### src/design/clrg_pkg.sv
// Shared types and constants for the clamped linear ramp generator.
// No dependencies; imported by clrg_muldiv and the top level.
package clrg_pkg;

    // Item kinds carried in the input tuser field
    typedef enum logic [1:0] {
        OP_TICK   = 2'd0,
        OP_SET    = 2'd1,
        OP_RAMP   = 2'd2,
        OP_CANCEL = 2'd3
    } clrg_op_t;

    // Configuration register indexes
    localparam int CFG_INDEX_W = 2;
    localparam logic [CFG_INDEX_W-1:0] REG_RANGE_LOW  = 2'd0;
    localparam logic [CFG_INDEX_W-1:0] REG_RANGE_HIGH = 2'd1;
    localparam logic [CFG_INDEX_W-1:0] REG_INIT_LEVEL = 2'd2;

    // Register reset values, Q16.16
    localparam int RANGE_LOW_RESET  = 0;
    localparam int RANGE_HIGH_RESET = 65536;
    localparam int INIT_LEVEL_RESET = 0;

    // Shared multiply/divide unit job kinds
    typedef enum logic {
        MD_INTERP  = 1'b0,
        MD_SHORTEN = 1'b1
    } clrg_md_kind_t;

    typedef struct packed {
        logic          start;
        clrg_md_kind_t kind;
    } clrg_md_req_t;

    typedef struct packed {
        logic busy;
        logic done;
    } clrg_md_stat_t;

endpackage

### src/design/clrg_muldiv.sv
// Shared multiply-then-divide unit: floor(fac_a * fac_b / divisor), one quotient bit a cycle.
// Depends on clrg_pkg (request/status structs, job kinds).
module clrg_muldiv #(
    parameter int VALUE_BITS = 32,
    parameter int COUNT_BITS = 24,
    parameter int MW = ((VALUE_BITS + 1) > COUNT_BITS) ? (VALUE_BITS + 1) : COUNT_BITS
) (
    input  logic                      aclk,
    input  logic                      aresetn,
    input  clrg_pkg::clrg_md_req_t    req,
    input  logic [COUNT_BITS-1:0]     fac_a,
    input  logic [VALUE_BITS:0]       fac_b,
    input  logic [MW-1:0]             divisor,
    output logic [MW-1:0]             quotient,
    output clrg_pkg::clrg_md_stat_t   stat
);
    import clrg_pkg::*;

    localparam int BW    = VALUE_BITS + 1;
    localparam int PW    = COUNT_BITS + BW;
    localparam int CNT_W = $clog2(MW + 1);

    typedef enum logic [2:0] {
        ST_IDLE,
        ST_MUL,
        ST_LOAD,
        ST_DIV,
        ST_DONE
    } md_state_t;

    md_state_t            state_reg;
    clrg_md_kind_t        kind_reg;
    logic [COUNT_BITS-1:0] a_reg;
    logic [BW-1:0]        b_reg;
    logic [MW-1:0]        d_reg;
    logic [PW-1:0]        p_reg;
    logic [MW-1:0]        rem_reg;
    logic [MW-1:0]        low_reg;
    logic [MW-1:0]        q_reg;
    logic [CNT_W-1:0]     cnt_reg;

    logic [BW-1:0]         hi_short;
    logic [COUNT_BITS-1:0] hi_interp;
    logic [MW:0]           trial;
    logic [MW:0]           diff;
    logic                  fits;

    always_comb begin
        hi_short  = p_reg[PW-1:COUNT_BITS];
        hi_interp = p_reg[PW-1:BW];
        trial     = {rem_reg, low_reg[MW-1]};
        diff      = trial - {1'b0, d_reg};
        fits      = ~diff[MW];
    end

    always_ff @(posedge aclk) begin
        if (!aresetn) begin
            state_reg <= ST_IDLE;
        end else begin
            unique case (state_reg)
                ST_IDLE: begin
                    if (req.start) begin
                        kind_reg  <= req.kind;
                        a_reg     <= fac_a;
                        b_reg     <= fac_b;
                        d_reg     <= divisor;
                        state_reg <= ST_MUL;
                    end
                end
                ST_MUL: begin
                    p_reg     <= a_reg * b_reg;
                    state_reg <= ST_LOAD;
                end
                ST_LOAD: begin
                    // upper product bits are the first partial remainder
                    if (kind_reg == MD_SHORTEN) begin
                        if (MW'(hi_short) >= d_reg) begin
                            q_reg     <= MW'({COUNT_BITS{1'b1}});
                            state_reg <= ST_DONE;
                        end else begin
                            rem_reg   <= MW'(hi_short);
                            low_reg   <= MW'(p_reg[COUNT_BITS-1:0]) << (MW - COUNT_BITS);
                            q_reg     <= '0;
                            cnt_reg   <= CNT_W'(COUNT_BITS);
                            state_reg <= ST_DIV;
                        end
                    end else begin
                        rem_reg   <= MW'(hi_interp);
                        low_reg   <= MW'(p_reg[BW-1:0]) << (MW - BW);
                        q_reg     <= '0;
                        cnt_reg   <= CNT_W'(BW);
                        state_reg <= ST_DIV;
                    end
                end
                ST_DIV: begin
                    rem_reg <= fits ? diff[MW-1:0] : trial[MW-1:0];
                    low_reg <= low_reg << 1;
                    q_reg   <= {q_reg[MW-2:0], fits};
                    cnt_reg <= cnt_reg - 1'b1;
                    if (cnt_reg == CNT_W'(1)) begin
                        state_reg <= ST_DONE;
                    end
                end
                ST_DONE: begin
                    state_reg <= ST_IDLE;
                end
                default: begin
                    state_reg <= ST_IDLE;
                end
            endcase
        end
    end

    assign quotient  = q_reg;
    assign stat.busy = (state_reg != ST_IDLE);
    assign stat.done = (state_reg == ST_DONE);

`ifndef SYNTHESIS
    a_div_count_live: assert property (@(posedge aclk) disable iff (!aresetn)
        (state_reg == ST_DIV) |-> (cnt_reg != '0))
        else $error("divide step with exhausted count");
    a_done_pulse: assert property (@(posedge aclk) disable iff (!aresetn)
        stat.done |=> !stat.done)
        else $error("done held longer than one cycle");
    a_start_when_idle: assert property (@(posedge aclk) disable iff (!aresetn)
        req.start |-> (state_reg == ST_IDLE))
        else $error("job started while unit busy");
`endif

endmodule

### src/design/clamped_linear_ramp_generator_top.sv
// Items are taken only in idle. Set, plain cancel and a tick off a ramp or at the goal
// need no divide; a ramp start passes prep and, if clipped with a positive ratio, the
// shortening divide; a tick on a ramp or a mid-ramp cancel waits on the interpolation
// divide, one quotient bit a cycle in clrg_muldiv. A tick result is valid once the block
// is back in idle; a tick stalls while the previous result waits unread. Reset is
// synchronous active low; item registers keep their value. Uses clrg_pkg and clrg_muldiv.
module clamped_linear_ramp_generator_top #(
    parameter int VALUE_BITS = 32,
    parameter int COUNT_BITS = 24
) (
    input  logic                                 aclk,
    input  logic                                 aresetn,
    // input items
    input  logic                                 s_axis_tvalid,
    output logic                                 s_axis_tready,
    // goal, ramp_length, start_lag, elapsed (from bit 0 up), zero padded
    input  logic [((VALUE_BITS+3*COUNT_BITS+7)/8)*8-1:0] s_axis_tdata,
    // op
    input  logic [1:0]                           s_axis_tuser,
    // result items
    output logic                                 m_axis_tvalid,
    input  logic                                 m_axis_tready,
    // sample_out, zero padded
    output logic [((VALUE_BITS+7)/8)*8-1:0]      m_axis_tdata,
    // ramp_active
    output logic [0:0]                           m_axis_tuser,
    // configuration writes
    input  logic                                 cfg_valid,
    output logic                                 cfg_ready,
    input  logic [clrg_pkg::CFG_INDEX_W-1:0]     cfg_index,
    input  logic [VALUE_BITS-1:0]                cfg_data
);
    import clrg_pkg::*;

    localparam int V        = VALUE_BITS;
    localparam int C        = COUNT_BITS;
    localparam int BW       = V + 1;
    localparam int MW       = (BW > C) ? BW : C;
    localparam int M_DATA_W = ((V + 7) / 8) * 8;

    typedef enum logic [3:0] {
        ST_IDLE,
        ST_DECODE,
        ST_RAMP_PREP,
        ST_RAMP_SHORT,
        ST_WAIT_SHORT,
        ST_RAMP_APPLY,
        ST_WAIT_TICK,
        ST_WAIT_CANCEL,
        ST_EMIT
    } top_state_t;

    function automatic logic signed [BW-1:0] sx(input logic signed [V-1:0] v);
        return {v[V-1], v};
    endfunction

    function automatic logic [BW-1:0] mag(input logic signed [BW-1:0] v);
        return v[BW-1] ? BW'(-v) : BW'(v);
    endfunction

    top_state_t state_reg;

    // configuration
    logic signed [V-1:0] range_low_reg;
    logic signed [V-1:0] range_high_reg;

    // ramp state
    logic signed [V-1:0]  held_reg;
    logic signed [V-1:0]  origin_reg;
    logic signed [V-1:0]  goal_reg;
    logic signed [BW-1:0] span_reg;
    logic [C-1:0]         total_reg;
    logic [C-1:0]         done_cnt_reg;
    logic                 mode_reg;
    logic                 finished_reg;

    // current item
    clrg_op_t             op_reg;
    logic signed [V-1:0]  item_goal_reg;
    logic [C-1:0]         item_len_reg;
    logic [C-1:0]         item_lag_reg;
    logic [C-1:0]         item_el_reg;

    // ramp start with clipped goal
    logic signed [V-1:0]  bound_reg;
    logic                 clip_reg;
    logic signed [BW-1:0] num_reg;
    logic signed [BW-1:0] den_reg;

    // pending result and output register
    logic [V-1:0]         res_sample_reg;
    logic                 res_active_reg;
    logic                 out_valid_reg;
    logic [V-1:0]         out_sample_reg;
    logic                 out_active_reg;

    // shared unit
    clrg_md_req_t         md_req;
    clrg_md_stat_t        md_stat;
    logic [C-1:0]         md_a;
    logic [BW-1:0]        md_b;
    logic [MW-1:0]        md_d;
    logic [MW-1:0]        md_q;

    // decode helpers
    logic                 tick_at_goal;
    logic                 cancel_interp;
    logic                 short_needed;
    logic [BW-1:0]        span_mag;
    logic [BW-1:0]        num_mag;
    logic [BW-1:0]        den_mag;
    logic [BW-1:0]        origin_x;
    logic [BW-1:0]        q_low;
    logic [BW-1:0]        interp_sum;
    logic [V-1:0]         interp_val;
    logic signed [V-1:0]  clamp_lo;
    logic signed [V-1:0]  clamp_val;
    logic [C-1:0]         step_cnt;
    logic                 step_fin;

    always_comb begin
        tick_at_goal  = finished_reg || (done_cnt_reg >= total_reg);
        cancel_interp = (total_reg != '0) && (item_el_reg < total_reg);
        short_needed  = (num_reg != '0) && (den_reg != '0) && (num_reg[BW-1] == den_reg[BW-1]);
        span_mag      = mag(span_reg);
        num_mag       = mag(num_reg);
        den_mag       = mag(den_reg);

        // origin +/- trunc(n * |span| / total), modulo arithmetic, fits V bits
        origin_x   = BW'(sx(origin_reg));
        q_low      = md_q[BW-1:0];
        interp_sum = span_reg[BW-1] ? (origin_x - q_low) : (origin_x + q_low);
        interp_val = interp_sum[V-1:0];

        // inverted range ends at range_high
        clamp_lo  = (item_goal_reg < range_low_reg) ? range_low_reg : item_goal_reg;
        clamp_val = (clamp_lo > range_high_reg) ? range_high_reg : clamp_lo;

        step_cnt = done_cnt_reg + 1'b1;
        step_fin = (step_cnt >= total_reg);
    end

    // shared unit operands: shortening in RAMP_SHORT, interpolation otherwise
    always_comb begin
        md_req.start = 1'b0;
        md_req.kind  = MD_INTERP;
        md_a         = (op_reg == OP_TICK) ? done_cnt_reg : item_el_reg;
        md_b         = span_mag;
        md_d         = MW'(total_reg);
        if (state_reg == ST_RAMP_SHORT) begin
            md_req.kind  = MD_SHORTEN;
            md_req.start = short_needed;
            md_a         = item_len_reg;
            md_b         = num_mag;
            md_d         = MW'(den_mag);
        end else if (state_reg == ST_DECODE && mode_reg) begin
            md_req.start = ((op_reg == OP_TICK) && !tick_at_goal) ||
                           ((op_reg == OP_CANCEL) && cancel_interp);
        end
    end

    clrg_muldiv #(
        .VALUE_BITS (VALUE_BITS),
        .COUNT_BITS (COUNT_BITS),
        .MW         (MW)
    ) u_muldiv (
        .aclk     (aclk),
        .aresetn  (aresetn),
        .req      (md_req),
        .fac_a    (md_a),
        .fac_b    (md_b),
        .divisor  (md_d),
        .quotient (md_q),
        .stat     (md_stat)
    );

    always_ff @(posedge aclk) begin
        if (!aresetn) begin
            state_reg      <= ST_IDLE;
            range_low_reg  <= V'(RANGE_LOW_RESET);
            range_high_reg <= V'(RANGE_HIGH_RESET);
            held_reg       <= V'(INIT_LEVEL_RESET);
            origin_reg     <= '0;
            goal_reg       <= '0;
            span_reg       <= '0;
            total_reg      <= '0;
            done_cnt_reg   <= '0;
            mode_reg       <= 1'b0;
            finished_reg   <= 1'b1;
            out_valid_reg  <= 1'b0;
        end else begin
            // EMIT reloads the output register itself
            if (out_valid_reg && m_axis_tready && state_reg != ST_EMIT) begin
                out_valid_reg <= 1'b0;
            end

            unique case (state_reg)
                ST_IDLE: begin
                    if (cfg_valid) begin
                        unique case (cfg_index)
                            REG_RANGE_LOW:  range_low_reg  <= cfg_data;
                            REG_RANGE_HIGH: range_high_reg <= cfg_data;
                            REG_INIT_LEVEL: begin
                                // new level is held unclamped and ends any ramp
                                held_reg <= cfg_data;
                                mode_reg <= 1'b0;
                            end
                            default: ;
                        endcase
                    end
                    if (s_axis_tvalid) begin
                        op_reg        <= clrg_op_t'(s_axis_tuser);
                        item_goal_reg <= s_axis_tdata[V-1:0];
                        item_len_reg  <= s_axis_tdata[V +: C];
                        item_lag_reg  <= s_axis_tdata[V+C +: C];
                        item_el_reg   <= s_axis_tdata[V+2*C +: C];
                        state_reg     <= ST_DECODE;
                    end
                end

                ST_DECODE: begin
                    unique case (op_reg)
                        OP_TICK: begin
                            if (!mode_reg) begin
                                res_sample_reg <= held_reg;
                                res_active_reg <= 1'b0;
                                state_reg      <= ST_EMIT;
                            end else if (tick_at_goal) begin
                                held_reg       <= goal_reg;
                                finished_reg   <= 1'b1;
                                res_sample_reg <= goal_reg;
                                res_active_reg <= 1'b0;
                                state_reg      <= ST_EMIT;
                            end else begin
                                state_reg <= ST_WAIT_TICK;
                            end
                        end
                        OP_SET: begin
                            held_reg  <= clamp_val;
                            mode_reg  <= 1'b0;
                            state_reg <= ST_IDLE;
                        end
                        OP_RAMP: begin
                            if (item_goal_reg < range_low_reg) begin
                                bound_reg <= range_low_reg;
                                clip_reg  <= 1'b1;
                            end else if (item_goal_reg > range_high_reg) begin
                                bound_reg <= range_high_reg;
                                clip_reg  <= 1'b1;
                            end else begin
                                bound_reg <= item_goal_reg;
                                clip_reg  <= 1'b0;
                            end
                            state_reg <= ST_RAMP_PREP;
                        end
                        OP_CANCEL: begin
                            if (mode_reg && cancel_interp) begin
                                state_reg <= ST_WAIT_CANCEL;
                            end else begin
                                // with no ramp the held value stays
                                if (mode_reg) begin
                                    held_reg <= goal_reg;
                                end
                                mode_reg  <= 1'b0;
                                state_reg <= ST_IDLE;
                            end
                        end
                        default: state_reg <= ST_IDLE;
                    endcase
                end

                ST_RAMP_PREP: begin
                    // length scale = (bound - held) / (goal - held)
                    num_reg       <= sx(bound_reg) - sx(held_reg);
                    den_reg       <= sx(item_goal_reg) - sx(held_reg);
                    item_goal_reg <= clip_reg ? bound_reg : item_goal_reg;
                    state_reg     <= clip_reg ? ST_RAMP_SHORT : ST_RAMP_APPLY;
                end

                ST_RAMP_SHORT: begin
                    // ratio not positive or undefined: jump to the bound
                    if (short_needed) begin
                        state_reg <= ST_WAIT_SHORT;
                    end else begin
                        item_len_reg <= '0;
                        state_reg    <= ST_RAMP_APPLY;
                    end
                end

                ST_WAIT_SHORT: begin
                    if (md_stat.done) begin
                        item_len_reg <= md_q[C-1:0];
                        state_reg    <= ST_RAMP_APPLY;
                    end
                end

                ST_RAMP_APPLY: begin
                    mode_reg <= 1'b1;
                    goal_reg <= item_goal_reg;
                    if (item_len_reg != '0) begin
                        finished_reg <= 1'b0;
                        origin_reg   <= held_reg;
                        span_reg     <= sx(item_goal_reg) - sx(held_reg);
                        total_reg    <= item_len_reg;
                        done_cnt_reg <= item_lag_reg;
                    end else begin
                        finished_reg <= 1'b1;
                        total_reg    <= '0;
                    end
                    state_reg <= ST_IDLE;
                end

                ST_WAIT_TICK: begin
                    if (md_stat.done) begin
                        held_reg       <= interp_val;
                        done_cnt_reg   <= step_cnt;
                        finished_reg   <= step_fin;
                        res_sample_reg <= interp_val;
                        res_active_reg <= !step_fin;
                        state_reg      <= ST_EMIT;
                    end
                end

                ST_WAIT_CANCEL: begin
                    if (md_stat.done) begin
                        held_reg  <= interp_val;
                        mode_reg  <= 1'b0;
                        state_reg <= ST_IDLE;
                    end
                end

                ST_EMIT: begin
                    if (!out_valid_reg || m_axis_tready) begin
                        out_valid_reg  <= 1'b1;
                        out_sample_reg <= res_sample_reg;
                        out_active_reg <= res_active_reg;
                        state_reg      <= ST_IDLE;
                    end
                end

                default: state_reg <= ST_IDLE;
            endcase
        end
    end

    assign s_axis_tready = (state_reg == ST_IDLE);
    assign cfg_ready     = (state_reg == ST_IDLE);
    assign m_axis_tvalid = out_valid_reg;
    assign m_axis_tdata  = M_DATA_W'(out_sample_reg);
    assign m_axis_tuser  = out_active_reg;

`ifndef SYNTHESIS
    a_live_ramp_has_length: assert property (@(posedge aclk) disable iff (!aresetn)
        (mode_reg && !finished_reg) |-> (total_reg != '0))
        else $error("unfinished ramp with zero length");
    a_done_in_wait: assert property (@(posedge aclk) disable iff (!aresetn)
        md_stat.done |-> (state_reg == ST_WAIT_TICK || state_reg == ST_WAIT_CANCEL ||
                          state_reg == ST_WAIT_SHORT))
        else $error("shared unit finished outside a wait state");
    a_ready_unit_idle: assert property (@(posedge aclk) disable iff (!aresetn)
        s_axis_tready |-> !md_stat.busy)
        else $error("item taken while shared unit busy");
`endif

endmodule

### config.mk
export PLATFORM = sky130hd
export DESIGN_NAME = clamped_linear_ramp_generator_top
export DESIGN_NICKNAME = d
export VERILOG_FILES = /design/src/design/clrg_pkg.sv /design/src/design/clrg_muldiv.sv /design/src/design/clamped_linear_ramp_generator_top.sv
export SDC_FILE = /design/constraint.sdc
export NUM_CORES = 2
export LEC_CHECK = 0
export BUFFER_PORTS_ARGS = -buffer_cell sky130_fd_sc_hd__buf_2
export CORE_ASPECT_RATIO = 1.5
export CORE_UTILIZATION = 45
export CTS_CLUSTER_SIZE = 14
export DETAILED_ROUTE_END_ITERATION = 10
export SLEW_MARGIN = 25
export SYNTH_ARGS = -nofsm -noshare
export SYNTH_HDL_FRONTEND = slang
export SYNTH_HIERARCHICAL = 1
export SYNTH_SLANG_ARGS = --single-unit
### constraint.sdc
create_clock -name aclk -period 8.6 [get_ports aclk]
set_input_delay 0.43 -clock aclk [delete_from_list [all_inputs] [get_ports aclk]]
set_output_delay 0.43 -clock aclk [all_outputs]
set_load 0.05 [all_outputs]
# After elaboration in Yosys (flattened, before gate mapping)
# Index checks and enable logic that the tools add are counted.
# op_classes
n_eq_ne	44
mux	89
magnitude_cmp	7
n_mul	1
reduce_logical	53
bitwise_logic	1
addsub	10
# ops
cell	count
32-bit two-way mux	17
24-bit two-way mux	11
33-bit two-way mux	8
32-bit one-hot mux with 2 select lines	3
32-bit one-hot mux with 3 select lines	2
33-bit one-hot mux with 2 select lines	2
33-bit negation	3
24-bit one-hot mux with 3 select lines	1
33-bit nonzero test	2
32-bit by 32-bit subtractor with 33-bit output	2
32-bit > comparator	2
24-bit by 33-bit multiplier with 57-bit output	1
24-bit >= comparator	2
24-bit one-hot mux with 2 select lines	1
24-bit nonzero test	2
34-bit by 33-bit subtractor with 34-bit output	1
33-bit >= comparator	1
32-bit adder	1
32-bit < comparator	1
4-bit one-hot mux with 8 select lines	1
32-bit subtractor	1
4-bit two-way mux	7
2-bit inequality test (second input constant)	13
24-bit by 1-bit adder with 24-bit output (second input constant)	1
other kinds (44)	119
# word_totals
in_bits	145
out_inout_bits	36
wordCells	242
regBits	774

# Depth between registers and ports, before layout
# logic_depth
word_depth	9
ltp_mapped	27
mapped_depth_nobuf	25

# Cells and area by module
# The synthesis kept the hierarchy.
# by_module_without_submodules
module	cells_per_inst	n_inst	seq_area_each_um2	area_per_inst_um2
clrg_muldiv	3880	1	7657.3	37891.3
clamped_linear_ramp_generator_top	3726	1	13102.6	33389.5

# Least setup slack after synthesis
# OpenSTA, ideal clock, no wires.
# synth_timing
path_kind	register to register
start	reg u_muldiv.b_reg[10]
end	reg u_muldiv.p_reg[53], data pin
path_slack_ns	1.561
arrival_ns	6.779
setup_ns	0.260
path_stages_with_launch	27
t_required_ns	8.340
synth_period_minus_slack_ns	7.039
cell_sequence	edfxtp_1 > clkbuf_1 > nand2_1 > fa_1 > fa_1 > inv_1 > fa_1 > inv_1 > fa_1 > inv_1 > fa_1 > fa_1 > inv_1 > fa_1 > inv_1 > ha_1 > buf_2 > and4_1 > and3_1 > nand3_1 > or3_1 > o211a_1 > a2111o_1 > a211oi_2 > o21ai_1 > mux2i_1 > nand2_1
# synth_between
elab_chain_cells	1
# synth_rtl
item	line	source
start: declaration	clrg_muldiv.sv:34	logic [BW-1:0] b_reg;
start signal: assignment	clrg_muldiv.sv:65	b_reg <= fac_b;
24-bit by 33-bit multiplier with 57-bit output	clrg_muldiv.sv:71	p_reg <= a_reg * b_reg;
end signal: assignment	clrg_muldiv.sv:71	
end: declaration	clrg_muldiv.sv:36	logic [PW-1:0] p_reg;
# No other way between the ends.
# A chain may end at the register's enable or synchronous reset.

# Worst setup path after layout
# layout_timing
start	reg item_goal_reg[19]
end	reg held_reg[17]
# layout_between
elab_chain_cells	6
# layout_rtl
item	line	source
start: declaration	clamped_linear_ramp_generator_top.sv:79	logic signed [V-1:0] item_goal_reg;
start signal: assignment	clamped_linear_ramp_generator_top.sv:213	item_goal_reg <= s_axis_tdata[V-1:0];
start signal: assignment	clamped_linear_ramp_generator_top.sv:276	item_goal_reg <= clip_reg ? bound_reg : item_goal_reg;
32-bit < comparator	clamped_linear_ramp_generator_top.sv:136	clamp_lo = (item_goal_reg < range_low_reg) ? range_low_reg : item_goal_reg;
32-bit two-way mux *	clamped_linear_ramp_generator_top.sv:136	
32-bit > comparator	clamped_linear_ramp_generator_top.sv:137	clamp_val = (clamp_lo > range_high_reg) ? range_high_reg : clamp_lo;
32-bit two-way mux *	clamped_linear_ramp_generator_top.sv:137	
32-bit one-hot mux with 3 select lines *	clamped_linear_ramp_generator_top.sv:222	unique case (op_reg)
32-bit one-hot mux with 3 select lines *	clamped_linear_ramp_generator_top.sv:197	unique case (state_reg)
end signal: assignment	clamped_linear_ramp_generator_top.sv:205	held_reg <= cfg_data;
end signal: assignment	clamped_linear_ramp_generator_top.sv:229	held_reg <= goal_reg;
end signal: assignment	clamped_linear_ramp_generator_top.sv:239	held_reg <= clamp_val;
end: declaration	clamped_linear_ramp_generator_top.sv:68	logic signed [V-1:0] held_reg;
# Every way passes the cells marked *; elsewhere a longest branch is shown, timed or not.

==> run summary <==
ROUTING
----------------------------------------------------------------------------------------
Vias per inst .............................................................         5.74
Post-detailed-routing wire length .........................................    247000 um
Violation count after the first detailed-route iteration ..................         3995
Via Count .................................................................        56500
Number of detailed-route iterations in the first pass .....................            8
DR WL/cell ................................................................      25.1 um
Number of remaining DRC errors ............................................            0
Post-route ant nets .......................................................            0

CLOCKING
----------------------------------------------------------------------------------------
Gates resized, CTS repair .................................................            0
TritonCTS clock tree ......................................................          yes
Clk root buf ..............................................................    clkbuf_16
CTS sink count ............................................................          774
Clock-pin slew of the registers on the worst-case setup and hold paths ....      0.07 ns
H-Tree Level Count ........................................................            3
Post-cts hold buffer count ................................................           65
CTS Buffer Depth ..........................................................            3
Post CTS Setup Buffer Count ...............................................            0
Worst-skew pair later-pin latency .........................................      0.73 ns
Num CTS Buffers ...........................................................           83

SETUP PATH
----------------------------------------------------------------------------------------
Required arrival time at the worst endpoint ...............................      9.18 ns
Largest driver fanout on the critical path ................................            5
Ordered cell list for the critical path ................................... ha_1 > a21oi_1 > o21ai_0 > a2111oi_0 > o211ai_1 > a221oi_1 > o21ai_0 > mux2_2 > ha_1 > nand4_1 > nor2_1 > nand4_1 > or3_1 > o21a_1 > nand2_1 > mux2_2 > a222oi_1 > buf_4 > a31oi_1
Worst R2R Path Depth ......................................................           19
Category of cells accounting for the largest share of critical-path delay . compound AO/OA/AOI/OAI gates
Slowest cell on the critical path .........................................    a2111oi_0
Crit path largest cell delay ..............................................      0.84 ns
Worst Path Buf+Inv ........................................................            1
Kind of start point of the critical path ..................................    flip-flop
Setup CP Type ............................................................. flip-flop to flip-flop
Worst path arrival time ...................................................      8.91 ns
Critical R2R Capture ...................................................... held_reg[17]
Reg2Reg Launch Point ...................................................... item_goal_reg[19]
Nature of the critical path endpoint ......................................    flip-flop
Register-to-Register Setup Slack ..........................................      0.27 ns

STA
----------------------------------------------------------------------------------------
Hold violation total from the final report ................................            0
Max-Slew Margin vs Limit ..................................................        0.191
Count of endpoints failing setup in the final report ......................            0
Fmax ......................................................................      120 MHz
RSZ-0062 raised after global routing ......................................           no
Total negative slack for setup checks .....................................         0 ns
Max-slew violations .......................................................            0
Final worst path period share .............................................        0.968
Clock skew after layout ...................................................    0.0543 ns
Tightest Pin Transition ...................................................      1.18 ns
Worst Slack Setup Final ...................................................     0.275 ns
Final critical delay including setup and external delays ..................      8.33 ns

PWR
----------------------------------------------------------------------------------------
Leakage power summed over all cells .......................................    0.0331 uW
Max VDD drop ..............................................................     0.192 mV
Total power divided by cell area ..........................................  128 nW/um^2
Proportion of power drawn by the clock network ............................        0.377
Share of total power in combinational logic ...............................        0.195
Switching power summed over all nets ......................................      3070 uW
Internal portion of total power ...........................................      6940 uW
Switching share of power ..................................................        0.307
Flop pwr share ............................................................        0.428

HOLD PATH
----------------------------------------------------------------------------------------
Class of the most critical hold timing path ............................... input port to flip-flop
Hold Path Sink ............................................................ range_high_reg[14]
Instance count along the most critical hold path ..........................            3
Origin of the worst min-delay path ........................................ cfg_data[14]

SYNTHESIS
----------------------------------------------------------------------------------------
Number of standard cells after synthesis ..................................         7604
Synth warn ................................................................            6
Average footprint of a synthesized cell ...................................    9.37 um^2
Post-synthesis instance area ..............................................   71200 um^2
Syn Nets ..................................................................         8950

GLOBAL ROUTE
----------------------------------------------------------------------------------------
Congestion Overflow GR ....................................................            0
Vias in the first global route ............................................        58900
Initial antenna violation count ...........................................            8
Tot GR Track Use ..........................................................        0.311
Largest net degree at the start of global routing .........................          171
First-pass GRT wire length ................................................    369000 um

FLOW RUN
----------------------------------------------------------------------------------------
Max-cap violations ........................................................            0

FLOORPLAN
----------------------------------------------------------------------------------------
Die area ..................................................................  160000 um^2
Vert. Die Dim .............................................................       489 um
Initial core utilization ..................................................        0.454
Number of placement rows ..................................................          178
Core Footprint ............................................................  157000 um^2
Horiz. Die Dim ............................................................       327 um
Total I/O pin count .......................................................          181

PLACEMENT
----------------------------------------------------------------------------------------
Worst slack at placement ..................................................     0.508 ns
Number of I/O port buffers ................................................          180
Placed Instances ..........................................................         9616
DP HPWL ...................................................................    197000 um
Last weighted congestion value of the routability-driven placer ...........         1.01
Total placed instance area ................................................   74700 um^2

FINISH
----------------------------------------------------------------------------------------
Layout Area Growth over Synthesis .........................................        9.58%
Net count reported at finish ..............................................         9042
Post-route insts no fill ..................................................         9842
Flip-flop count of the largest register after layout ......................           57
Final instance area .......................................................   78100 um^2
Share of final-layout standard cells stronger than drive strength 1 .......       0.0752

OUTCOME
----------------------------------------------------------------------------------------
Outcome ................................................................... complete, no violations

-- worst max path at each step --
stage / from / end / slack (ns) / cells past startpoint
after global routing: u_muldiv/a_reg[0] / u_muldiv/p_reg[41] / 0.05 / 23
after CTS: u_muldiv/a_reg[0] / u_muldiv/p_reg[41] / 0.42 / 23
after floorplan: u_muldiv/b_reg[10] / u_muldiv/p_reg[53] / 1.56 / 26
after global placement: u_muldiv/a_reg[0] / u_muldiv/p_reg[41] / 0.52 / 23
final: item_goal_reg[19] / held_reg[17] / 0.27 / 19
after detailed placement: u_muldiv/a_reg[0] / u_muldiv/p_reg[41] / 0.51 / 23
-- metal layers --
| layer | GRT usage | wire [um] | up-vias |
|---|---|---|---|
| met5 | 0 | 56 | - |
| met4 | 0.242 | 22900 | 8 |
| met3 | 0.0433 | 12400 | 683 |
| met2 | 0.566 | 127000 | 1943 |
| met1 | 0.319 | 84900 | 28200 |
| li1 | - | - | 25700 |
-- layout make-up --
cell class | instances | area (um^2)
Sequential cell | 774 | 20700
Fill cell | 14800 | 78900
Inverter | 984 | 3690
Timing Repair Buffer | 387 | 2720
Multi-Input combinational cell | 5466 | 45600
Tap cell | 2070 | 2590
Antenna cell | 6 | 15.0
Clock buffer | 106 | 2240
Clock inverter | 49 | 497
-- stage by stage --
| stage | hold slack, ns | total power [uW] | util |
|---|---|---|---|
| CTS | 0.000579 | 10000 | 0.497 |
| global route | 0.00140 | 10300 | 0.497 |
| finish | 0.0273 | 10000 | 0.497 |
| global placement | 0.404 | 6220 | 0.475 |
| detailed placement | 0.405 | 6230 | 0.475 |
| floorplan | 0.400 | 5510 | - |
-- worst min-delay path, cell delays in order --
cell and delay [ns]:
buf_2 0.13, nand2_1 0.05, a21boi_0 0.06
-- power groups by stage --
stage               clock, uW  sequential [uW]  combinational [uW]
finish                   3770             4290                1950
global route             3950             4290                2110
CTS                      3820             4280                1910
detailed placement          0             4360                1870
global placement            0             4360                1860
floorplan                   0             4270                1250
-- cell usage in the layout (no fill, tap or decap), drive strengths merged, types with 37 or more instances in the layout --
cell	n
nand2	1167
inv	992
fa	684
edfxtp	523
ha	517
and2	421
buf	322
o21ai	320
a21oi	318
dfxtp	251
nor2	218
xnor2	192
a21boi	188
a21o	134
mux2i	121
nand3	118
xor2	107
clkbuf	106
nor2b	79
dlygate4sd3	65
nand4	56
o21a	55
nor3	55
a211oi	49
o211ai	44
o31ai	41
mux2	41
and3	40
nand2b	37
a31oi	37
Note: power is estimated with default switching activity, not from simulation.
